<file path="config.mk">
export PLATFORM = sky130hd
export DESIGN_NAME = annexb_nal_unit_splitter_flat
export DESIGN_NICKNAME = d
export VERILOG_FILES = /design/src/sv/ans_pkg.sv /design/src/sv/ans_if.sv /design/src/sv/ans_apb_regs.sv /design/src/sv/ans_step.sv /design/src/sv/ans_fifo.sv /design/src/sv/annexb_nal_unit_splitter.sv /design/src/flat_wrapper.sv
export SDC_FILE = /design/constraint.sdc
export NUM_CORES = 2
export LEC_CHECK = 0
export BUFFER_PORTS_ARGS = -buffer_cell sky130_fd_sc_hd__buf_2
export CAP_MARGIN = 20
export CELL_PAD_IN_SITES_DETAIL_PLACEMENT = 0
export CELL_PAD_IN_SITES_GLOBAL_PLACEMENT = 2
export CORE_AREA = 5 5 455 546
export CTS_CLUSTER_DIAMETER = 60
export DETAILED_ROUTE_END_ITERATION = 8
export DIE_AREA = 0 0 460 551
export GPL_TIMING_DRIVEN = 0
export PLACE_DENSITY_LB_ADDON = 0.12
export SYNTH_ARGS = -nofsm -noshare
export SYNTH_HDL_FRONTEND = slang
export SYNTH_SLANG_ARGS = --single-unit
</file>
<file path="constraint.sdc">
create_clock -name clk -period 18.1 [get_ports clk]
set_clock_uncertainty 0.05 [all_clocks]
set_input_delay 3.62 -clock clk [delete_from_list [all_inputs] [get_ports clk]]
set_output_delay 3.62 -clock clk [all_outputs]
set_load 0.02 [all_outputs]
</file>
<file path="src/sv/ans_pkg.sv">
// shared types, constants and helper functions for the annex b nal unit splitter
`timescale 1ns / 1ps

package ans_pkg;

  // apb register file
  localparam int ANS_DATA_W  = 32;
  localparam int ANS_PADDR_W = 4;

  typedef enum logic [1:0] {
    REG_CODEC_SELECT = 2'd0,
    REG_KEEP_START   = 2'd1,
    REG_REPEAT_SETS  = 2'd2
  } ans_reg_t;

  // result queue write side: at most eight entries come out of one byte
  localparam int ANS_MAX_PUSH = 8;
  localparam int ANS_PIDX_W   = 3;
  localparam int ANS_PCNT_W   = 4;
  // at most four content bytes are handed over per input byte
  localparam int ANS_MAX_ADDS = 4;

  // result queue size: room for two bursts in flight on top of the ready level
  localparam int ANS_QUEUE_DEPTH = 32;

  // byte stream codes
  localparam logic [7:0] START_CODE_END = 8'h01;
  localparam logic [7:0] ZERO_BYTE      = 8'h00;
  localparam logic [1:0] ZERO_RUN_MAX   = 2'd3;
  localparam logic [1:0] PROFILE_BYTES  = 2'd3;

  // header byte fields
  localparam logic [7:0] H264_TYPE_MASK = 8'h1F;
  localparam logic [7:0] H265_TYPE_MASK = 8'h7E;

  localparam logic [5:0] H264_IDR       = 6'd5;
  localparam logic [5:0] H264_SPS       = 6'd7;
  localparam logic [5:0] H264_PPS       = 6'd8;
  localparam logic [5:0] H265_IDR_RADL  = 6'd19;
  localparam logic [5:0] H265_IDR_NLP   = 6'd20;
  localparam logic [5:0] H265_VPS       = 6'd32;
  localparam logic [5:0] H265_SPS       = 6'd33;
  localparam logic [5:0] H265_PPS       = 6'd34;

  // parameter set bits
  localparam int SEEN_VPS = 0;
  localparam int SEEN_SPS = 1;
  localparam int SEEN_PPS = 2;
  localparam logic [2:0] NEED_H264 = 3'b110;
  localparam logic [2:0] NEED_H265 = 3'b111;

  typedef struct packed {
    logic codec_select;
    logic keep_start_code;
    logic repeat_parameter_sets;
  } ans_cfg_t;

  typedef struct packed {
    logic        inside_unit;
    logic        header_pending;
    logic        code_long;
    logic        unit_due;
    logic [5:0]  current_type;
    logic [1:0]  delay_valid;
    logic [7:0]  held_byte;
    logic        held_valid;
    logic        held_first;
    logic [1:0]  profile_bytes_left;
    logic [23:0] profile_capture;
    logic [23:0] profile_value;
    logic [2:0]  seen_sets;
  } ans_state_t;

  typedef struct packed {
    logic [7:0]  data;
    logic [5:0]  utype;
    logic        is_first;
    logic        is_last;
    logic        pkt_last;
    logic        due;
    logic        ready;
    logic [23:0] prof;
  } ans_entry_t;

  typedef struct packed {
    logic [ANS_PCNT_W-1:0]            cnt;
    ans_entry_t [ANS_MAX_PUSH-1:0]    ent;
  } ans_push_t;

  function automatic logic sets_known(input logic [2:0] seen, input logic codec);
    logic [2:0] need;
    need = codec ? NEED_H265 : NEED_H264;
    return (seen & need) == need;
  endfunction

  function automatic ans_entry_t make_entry(input ans_state_t st, input ans_cfg_t cfg,
                                            input logic [7:0] data, input logic is_first,
                                            input logic is_last, input logic pkt_last);
    ans_entry_t e;
    e.data     = data;
    e.utype    = st.current_type;
    e.is_first = is_first;
    e.is_last  = is_last;
    e.pkt_last = pkt_last;
    e.due      = st.unit_due;
    e.ready    = sets_known(st.seen_sets, cfg.codec_select);
    e.prof     = st.profile_value;
    return e;
  endfunction

endpackage

</file>
<file path="src/sv/ans_if.sv">
// valid/ready stream interfaces for the byte input and the tagged byte output
`timescale 1ns / 1ps

interface ans_in_if;
  logic       valid;
  logic       ready;
  logic [7:0] in_byte;
  logic       packet_end;

  modport source (output valid, output in_byte, output packet_end, input ready);
  modport sink   (input valid, input in_byte, input packet_end, output ready);
endinterface

interface ans_out_if;
  logic        valid;
  logic        ready;
  logic [7:0]  out_byte;
  logic [5:0]  unit_type;
  logic        unit_first;
  logic        unit_last;
  logic        packet_last;
  logic        config_due;
  logic        sets_ready;
  logic [23:0] profile_level;

  modport source (output valid, output out_byte, output unit_type, output unit_first,
                  output unit_last, output packet_last, output config_due,
                  output sets_ready, output profile_level, input ready);
  modport sink   (input valid, input out_byte, input unit_type, input unit_first,
                  input unit_last, input packet_last, input config_due,
                  input sets_ready, input profile_level, output ready);
endinterface

</file>
<file path="src/sv/ans_apb_regs.sv">
// apb configuration registers: codec select, start code keep, set repetition
`timescale 1ns / 1ps

module ans_apb_regs (
  input  logic                               clk,
  input  logic                               rst_n,
  input  logic                               psel,
  input  logic                               penable,
  input  logic                               pwrite,
  input  logic [ans_pkg::ANS_PADDR_W-1:0]    paddr,
  input  logic [ans_pkg::ANS_DATA_W-1:0]     pwdata,
  output logic [ans_pkg::ANS_DATA_W-1:0]     prdata,
  output logic                               pready,
  output ans_pkg::ans_cfg_t                  cfg
);
  import ans_pkg::*;

  ans_cfg_t cfg_r;
  ans_reg_t reg_sel;
  logic     wr_en;

  assign pready  = 1'b1;
  assign reg_sel = ans_reg_t'(paddr[ANS_PADDR_W-1:2]);
  assign wr_en   = psel && penable && pwrite && pready;
  assign cfg     = cfg_r;

  always_ff @(posedge clk) begin
    if (!rst_n) begin
      cfg_r <= '0;
    end else if (wr_en) begin
      case (reg_sel)
        REG_CODEC_SELECT: cfg_r.codec_select          <= pwdata[0];
        REG_KEEP_START:   cfg_r.keep_start_code       <= pwdata[0];
        REG_REPEAT_SETS:  cfg_r.repeat_parameter_sets <= pwdata[0];
        default: ;
      endcase
    end
  end

  always_comb begin
    case (reg_sel)
      REG_CODEC_SELECT: prdata = ANS_DATA_W'(cfg_r.codec_select);
      REG_KEEP_START:   prdata = ANS_DATA_W'(cfg_r.keep_start_code);
      REG_REPEAT_SETS:  prdata = ANS_DATA_W'(cfg_r.repeat_parameter_sets);
      default:          prdata = '0;
    endcase
  end

endmodule

</file>
<file path="src/sv/ans_step.sv">
// input byte register and single pass start code / unit tagging logic
`timescale 1ns / 1ps

module ans_step (
  input  logic               clk,
  input  logic               rst_n,
  input  logic               accept,
  input  logic [7:0]         in_byte,
  input  logic               packet_end,
  input  ans_pkg::ans_cfg_t  cfg,
  output ans_pkg::ans_push_t push
);
  import ans_pkg::*;

  logic       s1_valid_r;
  logic [7:0] byte_r;
  logic       pe_r;
  ans_state_t state_r;
  ans_state_t state_nxt;

  always_ff @(posedge clk) begin
    if (!rst_n) begin
      s1_valid_r <= 1'b0;
      state_r    <= '0;
    end else begin
      s1_valid_r <= accept;
      state_r    <= state_nxt;
    end
  end

  always_ff @(posedge clk) begin
    if (accept) begin
      byte_r <= in_byte;
      pe_r   <= packet_end;
    end
  end

  always_comb begin : step_logic
    ans_state_t st;
    ans_push_t  pl;
    logic       is_code;
    logic       fin;
    logic       fin_plast;
    logic       idr;
    logic [1:0] dv_next;
    logic [2:0] nz;
    logic [2:0] nadd;
    logic [7:0] cb;

    st        = state_r;
    pl        = '0;
    idr       = 1'b0;
    cb        = ZERO_BYTE;
    nz        = '0;
    nadd      = '0;
    fin       = 1'b0;
    fin_plast = 1'b0;
    dv_next   = state_r.delay_valid;
    is_code   = (byte_r == START_CODE_END) && (state_r.delay_valid >= 2'd2);

    // plan: a run of zeros released from the window, then maybe this byte
    if (is_code) begin
      fin       = 1'b1;
      fin_plast = pe_r;
      dv_next   = '0;
    end else if (byte_r == ZERO_BYTE) begin
      if (state_r.delay_valid == ZERO_RUN_MAX) begin
        nz = 3'd1;
      end else begin
        dv_next = state_r.delay_valid + 2'd1;
      end
      if (pe_r) begin
        nz        = nz + {1'b0, dv_next};
        dv_next   = '0;
        fin       = 1'b1;
        fin_plast = 1'b1;
      end
      nadd = nz;
    end else begin
      nz        = {1'b0, state_r.delay_valid};
      nadd      = nz + 3'd1;
      dv_next   = '0;
      fin       = pe_r;
      fin_plast = 1'b1;
    end

    for (int i = 0; i < ANS_MAX_ADDS; i++) begin
      if (3'(i) < nadd) begin
        cb = (3'(i) < nz) ? ZERO_BYTE : byte_r;
        if (st.inside_unit) begin
          if (st.header_pending) begin
            // header byte: fix type, set tracking and start code bytes
            if (cfg.codec_select) begin
              st.current_type = 6'((cb & H265_TYPE_MASK) >> 1);
              if (st.current_type == H265_VPS) st.seen_sets[SEEN_VPS] = 1'b1;
              if (st.current_type == H265_SPS) st.seen_sets[SEEN_SPS] = 1'b1;
              if (st.current_type == H265_PPS) st.seen_sets[SEEN_PPS] = 1'b1;
              idr = st.current_type inside {H265_IDR_RADL, H265_IDR_NLP};
            end else begin
              st.current_type = 6'(cb & H264_TYPE_MASK);
              if (st.current_type == H264_SPS) st.seen_sets[SEEN_SPS] = 1'b1;
              if (st.current_type == H264_PPS) st.seen_sets[SEEN_PPS] = 1'b1;
              idr = (st.current_type == H264_IDR);
            end
            st.unit_due = idr && cfg.repeat_parameter_sets &&
                          sets_known(st.seen_sets, cfg.codec_select);
            if (!cfg.codec_select && st.current_type == H264_SPS) begin
              st.profile_bytes_left = PROFILE_BYTES;
              st.profile_capture    = '0;
            end else begin
              st.profile_bytes_left = '0;
            end
            st.header_pending = 1'b0;
            if (cfg.keep_start_code) begin
              if (st.code_long) begin
                pl.ent[pl.cnt[ANS_PIDX_W-1:0]] =
                  make_entry(st, cfg, ZERO_BYTE, 1'b1, 1'b0, 1'b0);
                pl.cnt = pl.cnt + 4'd1;
              end
              pl.ent[pl.cnt[ANS_PIDX_W-1:0]] =
                make_entry(st, cfg, ZERO_BYTE, !st.code_long, 1'b0, 1'b0);
              pl.cnt = pl.cnt + 4'd1;
              pl.ent[pl.cnt[ANS_PIDX_W-1:0]] =
                make_entry(st, cfg, ZERO_BYTE, 1'b0, 1'b0, 1'b0);
              pl.cnt = pl.cnt + 4'd1;
              pl.ent[pl.cnt[ANS_PIDX_W-1:0]] =
                make_entry(st, cfg, START_CODE_END, 1'b0, 1'b0, 1'b0);
              pl.cnt = pl.cnt + 4'd1;
            end
            st.held_byte  = cb;
            st.held_first = !cfg.keep_start_code;
            st.held_valid = 1'b1;
          end else begin
            // ordinary content byte: release the held one
            if (st.held_valid) begin
              pl.ent[pl.cnt[ANS_PIDX_W-1:0]] =
                make_entry(st, cfg, st.held_byte, st.held_first, 1'b0, 1'b0);
              pl.cnt = pl.cnt + 4'd1;
            end
            st.held_byte  = cb;
            st.held_first = 1'b0;
            st.held_valid = 1'b1;
            if (st.profile_bytes_left != 2'd0) begin
              st.profile_capture    = {st.profile_capture[15:0], cb};
              st.profile_bytes_left = st.profile_bytes_left - 2'd1;
              if (st.profile_bytes_left == 2'd0) st.profile_value = st.profile_capture;
            end
          end
        end
      end
    end

    // close the unit: held byte is its last
    if (fin) begin
      if (st.held_valid) begin
        pl.ent[pl.cnt[ANS_PIDX_W-1:0]] =
          make_entry(st, cfg, st.held_byte, st.held_first, 1'b1, fin_plast);
        pl.cnt        = pl.cnt + 4'd1;
        st.held_valid = 1'b0;
      end
      if (st.profile_bytes_left != 2'd0) begin
        st.profile_value      = '0;
        st.profile_bytes_left = '0;
      end
    end

    if (is_code) begin
      st.code_long      = (state_r.delay_valid == ZERO_RUN_MAX);
      st.inside_unit    = !pe_r;
      st.header_pending = !pe_r;
    end else if (pe_r) begin
      st.inside_unit    = 1'b0;
      st.header_pending = 1'b0;
    end
    st.delay_valid = dv_next;

    if (!s1_valid_r) begin
      st     = state_r;
      pl.cnt = '0;
    end

    state_nxt = st;
    push      = pl;
  end

  a_header_in_unit: assert property (@(posedge clk) disable iff (!rst_n)
    state_r.header_pending |-> state_r.inside_unit && !state_r.held_valid)
    else $error("header pending outside a unit or with a held byte");

  a_held_in_unit: assert property (@(posedge clk) disable iff (!rst_n)
    state_r.held_valid |-> state_r.inside_unit)
    else $error("held byte survives outside a unit");

  a_profile_in_unit: assert property (@(posedge clk) disable iff (!rst_n)
    (state_r.profile_bytes_left != 2'd0) |-> state_r.inside_unit)
    else $error("profile capture left open after unit end");

endmodule

</file>
<file path="src/sv/ans_fifo.sv">
// result queue: up to eight writes per cycle, one read per cycle while the output channel is ready
`timescale 1ns / 1ps

module ans_fifo (
  input  logic               clk,
  input  logic               rst_n,
  input  ans_pkg::ans_push_t push,
  output logic               has_room,
  ans_out_if.source          out_ch
);
  import ans_pkg::*;

  localparam int DEPTH      = ANS_QUEUE_DEPTH;
  localparam int AW         = $clog2(DEPTH);
  localparam int CW         = AW + 1;
  localparam int ROOM_LEVEL = DEPTH - 2 * ANS_MAX_PUSH;

  ans_entry_t    mem_r [DEPTH];
  logic [AW-1:0] off [DEPTH];
  logic [AW-1:0] wptr_r;
  logic [AW-1:0] rptr_r;
  logic [CW-1:0] count_r;
  logic [CW-1:0] count_nxt;
  logic          pop;
  ans_entry_t    head;

  assign pop       = out_ch.valid && out_ch.ready;
  assign count_nxt = count_r + CW'(push.cnt) - CW'(pop);
  assign has_room  = (count_r <= CW'(ROOM_LEVEL));

  always_comb begin
    for (int i = 0; i < DEPTH; i++) begin
      off[i] = AW'(i) - wptr_r;
    end
  end

  always_ff @(posedge clk) begin
    for (int i = 0; i < DEPTH; i++) begin
      if (CW'(off[i]) < CW'(push.cnt)) begin
        mem_r[i] <= push.ent[off[i][ANS_PIDX_W-1:0]];
      end
    end
  end

  always_ff @(posedge clk) begin
    if (!rst_n) begin
      wptr_r  <= '0;
      rptr_r  <= '0;
      count_r <= '0;
    end else begin
      wptr_r  <= wptr_r + AW'(push.cnt);
      if (pop) rptr_r <= rptr_r + AW'(1);
      count_r <= count_nxt;
    end
  end

  assign head                 = mem_r[rptr_r];
  assign out_ch.valid         = (count_r != '0);
  assign out_ch.out_byte      = head.data;
  assign out_ch.unit_type     = head.utype;
  assign out_ch.unit_first    = head.is_first;
  assign out_ch.unit_last     = head.is_last;
  assign out_ch.packet_last   = head.pkt_last;
  assign out_ch.config_due    = head.due;
  assign out_ch.sets_ready    = head.ready;
  assign out_ch.profile_level = head.prof;

  a_no_overflow: assert property (@(posedge clk) disable iff (!rst_n)
    (int'(count_r) + int'(push.cnt)) <= DEPTH)
    else $error("result queue overflow");

  a_room_bound: assert property (@(posedge clk) disable iff (!rst_n)
    has_room |=> int'(count_r) <= ROOM_LEVEL + ANS_MAX_PUSH)
    else $error("queue grew past one burst after room was granted");

endmodule

</file>
<file path="src/sv/annexb_nal_unit_splitter.sv">
// top level of the annex b nal unit splitter
`timescale 1ns / 1ps
//
//   channel  | direction | handshake            | payload
//   ---------+-----------+----------------------+------------------------------------------
//   in_ch    | sink      | valid / ready        | in_byte, packet_end
//   out_ch   | source    | valid / ready        | out_byte, unit_type, unit_first, unit_last,
//            |           |                      | packet_last, config_due, sets_ready,
//            |           |                      | profile_level
//   apb      | slave     | psel/penable, pready | paddr, pwdata, prdata (codec, keep, repeat)
//
// one input byte per cycle while the queue has room; a byte is registered, classified in one
//   pass and its results are then written into the queue, which the output reads from
//   (bytes that may be start code zeros wait for later bytes)
// one byte can release up to eight result transactions (header with start code bytes,
//   flushed zeros and the last byte at a packet end); the queue drains one per cycle while out_ch.ready is high
// in_ch.ready is low while the queue holds more than 16 of its 32 entries
// rst_n is synchronous: clears the registers, unit tracking, seen sets and the queue

module annexb_nal_unit_splitter (
  input  logic                             clk,
  input  logic                             rst_n,
  ans_in_if.sink                           in_ch,
  ans_out_if.source                        out_ch,
  input  logic                             psel,
  input  logic                             penable,
  input  logic                             pwrite,
  input  logic [ans_pkg::ANS_PADDR_W-1:0]  paddr,
  input  logic [ans_pkg::ANS_DATA_W-1:0]   pwdata,
  output logic [ans_pkg::ANS_DATA_W-1:0]   prdata,
  output logic                             pready
);
  import ans_pkg::*;

  ans_cfg_t  cfg;
  ans_push_t push;
  logic      has_room;
  logic      accept;

  // input transaction: room is judged on the registered queue level only
  assign in_ch.ready = has_room;
  assign accept      = in_ch.valid && in_ch.ready;

  // configuration registers
  ans_apb_regs u_regs (
    .clk     (clk),
    .rst_n   (rst_n),
    .psel    (psel),
    .penable (penable),
    .pwrite  (pwrite),
    .paddr   (paddr),
    .pwdata  (pwdata),
    .prdata  (prdata),
    .pready  (pready),
    .cfg     (cfg)
  );

  // start code window, unit state and per-byte tagging
  ans_step u_step (
    .clk        (clk),
    .rst_n      (rst_n),
    .accept     (accept),
    .in_byte    (in_ch.in_byte),
    .packet_end (in_ch.packet_end),
    .cfg        (cfg),
    .push       (push)
  );

  // tagged bytes wait here for the output side
  ans_fifo u_fifo (
    .clk      (clk),
    .rst_n    (rst_n),
    .push     (push),
    .has_room (has_room),
    .out_ch   (out_ch)
  );

endmodule

</file>
<file path="src/flat_wrapper.sv">
// flat-port wrapper written by rule: the top's interface ports become plain ports
module annexb_nal_unit_splitter_flat import ans_pkg::*;
  (clk, rst_n, psel, penable, pwrite, paddr, pwdata, prdata, pready, in_ch_valid, in_ch_in_byte, in_ch_packet_end, in_ch_ready, out_ch_valid, out_ch_out_byte, out_ch_unit_type, out_ch_unit_first, out_ch_unit_last, out_ch_packet_last, out_ch_config_due, out_ch_sets_ready, out_ch_profile_level, out_ch_ready);
  ans_in_if in_ch_i ();
  ans_out_if out_ch_i ();
  input  logic clk;
  input  logic rst_n;
  input  logic psel;
  input  logic penable;
  input  logic pwrite;
  input  logic [ans_pkg::ANS_PADDR_W-1:0] paddr;
  input  logic [ans_pkg::ANS_DATA_W-1:0] pwdata;
  output logic [ans_pkg::ANS_DATA_W-1:0] prdata;
  output logic pready;
  input wire logic [$bits(in_ch_i.valid)-1:0] in_ch_valid;
  input wire logic [$bits(in_ch_i.in_byte)-1:0] in_ch_in_byte;
  input wire logic [$bits(in_ch_i.packet_end)-1:0] in_ch_packet_end;
  output wire logic [$bits(in_ch_i.ready)-1:0] in_ch_ready;
  output wire logic [$bits(out_ch_i.valid)-1:0] out_ch_valid;
  output wire logic [$bits(out_ch_i.out_byte)-1:0] out_ch_out_byte;
  output wire logic [$bits(out_ch_i.unit_type)-1:0] out_ch_unit_type;
  output wire logic [$bits(out_ch_i.unit_first)-1:0] out_ch_unit_first;
  output wire logic [$bits(out_ch_i.unit_last)-1:0] out_ch_unit_last;
  output wire logic [$bits(out_ch_i.packet_last)-1:0] out_ch_packet_last;
  output wire logic [$bits(out_ch_i.config_due)-1:0] out_ch_config_due;
  output wire logic [$bits(out_ch_i.sets_ready)-1:0] out_ch_sets_ready;
  output wire logic [$bits(out_ch_i.profile_level)-1:0] out_ch_profile_level;
  input wire logic [$bits(out_ch_i.ready)-1:0] out_ch_ready;
  assign in_ch_i.valid = in_ch_valid;
  assign in_ch_i.in_byte = in_ch_in_byte;
  assign in_ch_i.packet_end = in_ch_packet_end;
  assign in_ch_ready = in_ch_i.ready;
  assign out_ch_valid = out_ch_i.valid;
  assign out_ch_out_byte = out_ch_i.out_byte;
  assign out_ch_unit_type = out_ch_i.unit_type;
  assign out_ch_unit_first = out_ch_i.unit_first;
  assign out_ch_unit_last = out_ch_i.unit_last;
  assign out_ch_packet_last = out_ch_i.packet_last;
  assign out_ch_config_due = out_ch_i.config_due;
  assign out_ch_sets_ready = out_ch_i.sets_ready;
  assign out_ch_profile_level = out_ch_i.profile_level;
  assign out_ch_i.ready = out_ch_ready;
  annexb_nal_unit_splitter u_core (.clk(clk), .rst_n(rst_n), .in_ch(in_ch_i), .out_ch(out_ch_i), .psel(psel), .penable(penable), .pwrite(pwrite), .paddr(paddr), .pwdata(pwdata), .prdata(prdata), .pready(pready));
endmodule
</file>
---- Word-level counts from Yosys, hierarchy flattened ----
Memory sizes are Yosys's and may differ from the RTL's. A register that Yosys moved wholly into a read port is not among the register bits.
Index checks and enable logic that the tools add are counted.
operators by class
  equality and inequality tests ........... 49
  reductions and logical operators ........ 83
  bitwise gates (word level) .............. 9
  mux-type cells .......................... 476
  order comparisons ....................... 106
  add/subtract/negate cells ............... 59
operators with widths
  cell                 count
  $mux 348             35
  $bwmux 344           19
  $bmux 43 s3          32
  $mux 43              78
  $demux 43 s3         16
  $reduce_or 43->1     24
  $mux 63              8
  $mux 24              14
  $mux 301             1
  $mux 50              4
  $lt 3x4->1 const B   48
  $lt 5x4->1           32
  $mux 1               158
  $mux 5               26
  $mux 27              4
  $mux 6               16
  $mux 7               12
  $sub 5x5->5 const A  16
  $eq 6x6->1 const B   12
  $add 4x1->4 const B  16
  $mux 2               30
  $eq 6x5->1 const B   8
  $ge 3x1->1 const B   16
  $eq 5x3->1 const B   8
  other kinds (35)     149
storage, ports and cells
  memories kept ........................... 1
  RAM bits ................................ 1376
  input port bits ......................... 52
  register bits ........................... 104
  output and inout port bits .............. 78
  logic and storage cells ................. 805
memory list
  memory               words  bits a word  read ports  clocked after memory_dff  wr ports  RTL line        text
  u_core.u_fifo.mem_r  32     43           1           1                         8         ans_fifo.sv:18  ans_entry_t mem_r [DEPTH];

---- Logic depth before layout (Yosys ltp) ----
  depth after elaboration ................. 109
  mapped depth ............................ 39
  depth with buffers taken out ............ 32

---- Hierarchy ----
From an unflattened synthesis, not the netlist that was laid out.
unflattened totals
  cell total of the unflattened synthesis .. 6584
  area total of the unflattened synthesis .. 83687.8 um^2
by module, submodules not included
  module                    area each (um^2)  instances  cells each
  ans_fifo                  67258.3           1          3978
  ans_step                  16009.1           1          2555
  ans_apb_regs              414.1             1          50
  annexb_nal_unit_splitter  6.3               1          1

---- Worst setup path after synthesis ----
No wires, ideal clock.
  path type ............................... reg2reg
  start point ............................. reg u_core.u_step.byte_r[2]
  end point ............................... mem u_core.u_fifo.mem_r[15][0] (netlist name) (enable)
  cell stages (with the launch flop) ...... 33
  path slack .............................. 7.789 ns
  path buffers ............................ 8
  data arrival time ....................... 9.753 ns
  required time ........................... 17.542 ns
  path through ............................ edfxtp_1 > buf_6 > or4_4 > buf_6 > or3_1 > buf_2 > o211ai_1 > buf_2 > buf_1 > nand2_1 > inv_1 > ha_1 > nand3_1 > o21a_1 > inv_1 > ha_1 > nor2_1 > or2_1 > buf_4 > inv_2 > ha_1 > nand2_1 > and4_1 > a31o_2 > nor3_2 > buf_2 > buf_2 > xnor2_1 > nand2_1 > ha_1 > inv_1 > o21bai_1 > a211oi_1
RTL lines
  element                   RTL line        text
  start: declaration        ans_step.sv:16  logic [7:0] byte_r;
  start signal: assignment  ans_step.sv:33  byte_r <= in_byte;
  end: declaration          ans_fifo.sv:18

==> results.json <==
{
  "synth_most_common_cell": "edfxtp_1",
  "initial_utilization_pct": 34.8,
  "cpMaxStageDelayCell": "clkbuf_1",
  "cts_buffer_depth": 4,
  "maxSlewHeadroom_pct": -7.13,
  "max_slew.worst_pin.slew_ns": 1.61,
  "synth_edf_count": 1385,
  "path_class": "register to register",
  "grt_pass1_vias": 70700,
  "slowest_delay_ns": 0.97,
  "route.detailed.wl_per_inst_um": 57.1,
  "antenna_left": 0,
  "grt_pass1_wl_mm": 769,
  "synth.ff_latch_count": 1477,
  "async_flop_share_pct": 0,
  "cts.sinks": 1477,
  "root_buffer": "clkbuf_16",
  "p_comb_share_pct": 20.9,
  "htree_levels": 4,
  "period_share_pct": 82.9,
  "period_needed_ns": 15.00,
  "crit_required_ns": 18.56,
  "ys_top_cells_by_count": "edfxtp_1 (1385), nor2_1 (518), mux4_2 (497), nand2_1 (420), a21oi_1 (410)",
  "path_clk_slew_ns": 0.06,
  "synth.top_cell.area_share_pct": 49.3,
  "chipWidth_um": 460,
  "p_leak_nw": 32.4,
  "routabilityCongestion": 1.09,
  "io_pins": 130,
  "yosysSeqAreaShare_pct": 51.5,
  "synth_flop_cell": "edfxtp_1",
  "die_y_um": 551,
  "drv_slew": 7,
  "port_buffers": 64,
  "cp_max_fo": 18,
  "rows": 198,
  "nets": 7412,
  "antenna_found_initial": 33,
  "ctsResizeCount": 0,
  "p_per_area_nw_per_um2": 88.8,
  "cp-end-kind": "register",
  "start_kind": "register",
  "status": "finished, violations left",
  "syn-cell-area_um2": 84300,
  "tritoncts": "yes",
  "grt_overflow": 0,
  "drtIter0Drc": 12300,
  "p_sw_share_pct": 28.8,
  "ys_types": 126,
  "worst_slack_ns": 3.10,
  "viasPerCell": 7.12,
  "crit_top_cell": "buf_2",
  "layout.cells.non_filler": 10600,
  "die_area_um2": 253000,
  "vias": 75700,
  "hold_class": "register to register",
  "cts_setup_buffers": 0,
  "yosys_warnings": 0,
  "dp_slack_ns": 3.73,
  "drive_gt1_share_pct": 23.1,
  "dp_cells": 10300,
  "p_switching_mw": 2.56,
  "ys_top_cells_by_area": "edfxtp_1 (49%), mux4_2 (13%), mux2i_1 (4.4%)",
  "drc": 0,
  "hold_violations": 0,
  "syn_inst": 6652,
  "syn_avg_cell_area_um2": 12.7,
  "pwr-share-clk_pct": 37.1,
  "cts_hold_buf": 0,
  "wl_mm": 607,
  "syn_to_final_growth_pct": 18.8,
  "clock_latency_ns": 0.86,
  "grt_setup_unrepaired": "false",
  "critPathArrivalTime_ns": 15.46,
  "drv_cap": 0,
  "timing.fmax_mhz": 66.7,
  "setup_viol": 0,
  "synth_top_cell_by_area": "edfxtp_1",
  "intPower_mw": 6.33,
  "grt_max_degree": 32,
  "ir_drop_mv": 0.0934,
  "grt.total_usage_pct": 46.9,
  "numCtsBuffers": 163,
  "seqPwrFrac_pct": 42.0,
  "violations": "max-slew violations",
  "first_pass_iters": 6,
  "core_area_um2": 242000,
  "dp.final_hpwl_mm": 495
}
==> cells by family after synthesis <==
kind of cell	count (synthesis)	share of synthesized area, %
AOI/OAI and AO/OA	1863	15.4
xor gates and xnor gates	66	0.720
adders and majority gates	74	1.12
buffers and inverters	675	3.35
DFF	1477	51.5
muxes	1053	20.2
other	2	0.00891
and+or+nand+nor	1442	7.76
==> power groups by stage <==
stage | clock network (mW) | logic, mW | registers, mW
2_1_floorplan | 0 | 1.04 | 3.79
3_3_place_gp | 0 | 1.71 | 3.81
4_1_cts | 3.29 | 1.83 | 3.73
5_1_grt | 3.44 | 1.90 | 3.73
6_report | 3.30 | 1.86 | 3.73
3_5_place_dp | 0 | 1.82 | 3.81
==> state kept, by name, indices dropped and copies added, names as in the netlist, named ones only <==
| register | count |
|---|---|
| u_core.u_fifo.rptr_r | 5 |
| u_core.u_fifo.count_r | 6 |
| u_core.u_step.state_r | 67 |
| u_core.u_fifo.wptr_r | 5 |
| u_core.u_step.byte_r | 8 |
| u_core.u_step.pe_r | 1 |
| u_core.u_regs.cfg | 3 |
| u_core.u_step.s1_valid_r | 1 |
| u_core.u_fifo.mem_r | 1376 |
==> final cells by class <==
cell class / count / area, µm²
Fill cell: 22700 / 142000
Sequential cell: 1477 / 43400
Multi-Input combinational cell: 4530 / 38700
Timing Repair Buffer: 439 / 6020
Clock buffer: 192 / 4200
Tap cell: 3200 / 4000
Buffer: 599 / 2590
Clock inverter: 89 / 901
Inverter: 76 / 285
Antenna cell: 23 / 57.6
==> through the flow <==
stage                     total power [mW]  util [%]  TNS (ns)  hold WS, ns  area, µm²
final                                 8.90      41.3         0        0.418     100000
after global routing                  9.07      41.3         0        0.462     100000
after CTS                             8.85      41.2         0        0.419      99700
after detailed placement              5.63      39.0         0        0.405      94600
after global placement                5.51      36.6   -775.14        0.397      88800
after floorplan                       4.83         -         0        0.378      84400
==> cell usage in the layout, fill, tap and decap left out, types with 48 or more instances in the layout <==
master / netlist / final
edfxtp_1: 1385 / 1385
mux4_2: 497 / 497
nor2_1: 518 / 495
nand2_1: 420 / 420
clkbuf_1: 408 / 405
a21oi_1: 410 / 405
mux2i_1: 367 / 367
o21ai_0: 273 / 268
buf_8: 0 / 188
mux2_2: 187 / 187
clkbuf_16: 0 / 165
buf_2: 73 / 154
o22ai_1: 149 / 149
nand3_1: 127 / 127
a211oi_1: 117 / 113
nor3_1: 119 / 111
buf_4: 42 / 95
dfxtp_1: 92 / 92
o211ai_1: 76 / 76
a22oi_1: 76 / 76
ha_1: 72 / 72
o221ai_1: 70 / 69
inv_1: 63 / 63
a31oi_1: 63 / 62
buf_1: 70 / 60
a21o_1: 59 / 59
a221oi_1: 58 / 58
xnor2_1: 48 / 48
o21ai_1: 50 / 48
==> layer usage <==
metal	GRT usage, %	vias to the layer above	wire (µm)
li1	-	28100	-
met4	46.7	14	77600
met5	0	-	112
met2	71.3	6647	266000
met3	11.4	2255	56400
met1	53.4	38700	207000
==> final timing paths <==
path	end	slack [ns]	cells past startpoint	start
min reg2reg	u_core.u_step.state_r[0]$_SDFFE_PN0P_	0.42	2	u_core.u_step.state_r[0]$_SDFFE_PN0P_
min	u_core.u_step.state_r[0]$_SDFFE_PN0P_	0.42	2	u_core.u_step.state_r[0]$_SDFFE_PN0P_
max	u_core.u_fifo.mem_r[7][7]$_DFFE_PN_	3.10	36	u_core.u_step.state_r[64]$_SDFFE_PN0P_
max reg2reg	u_core.u_fifo.mem_r[7][7]$_DFFE_PN_	3.10	36	u_core.u_step.state_r[64]$_SDFFE_PN0P_
==> worst max-delay path: cells and delay by family, from the launching register on <==
kind                       cells  cell delay [ns]
and+or+nand+nor                9             3.18
adders and majority gates      5             1.86
buffers and inverters         15             6.17
AOI/OAI and AO/OA              7             2.77
DFF                            1             0.35
Power figures use the tool's default switching activity.
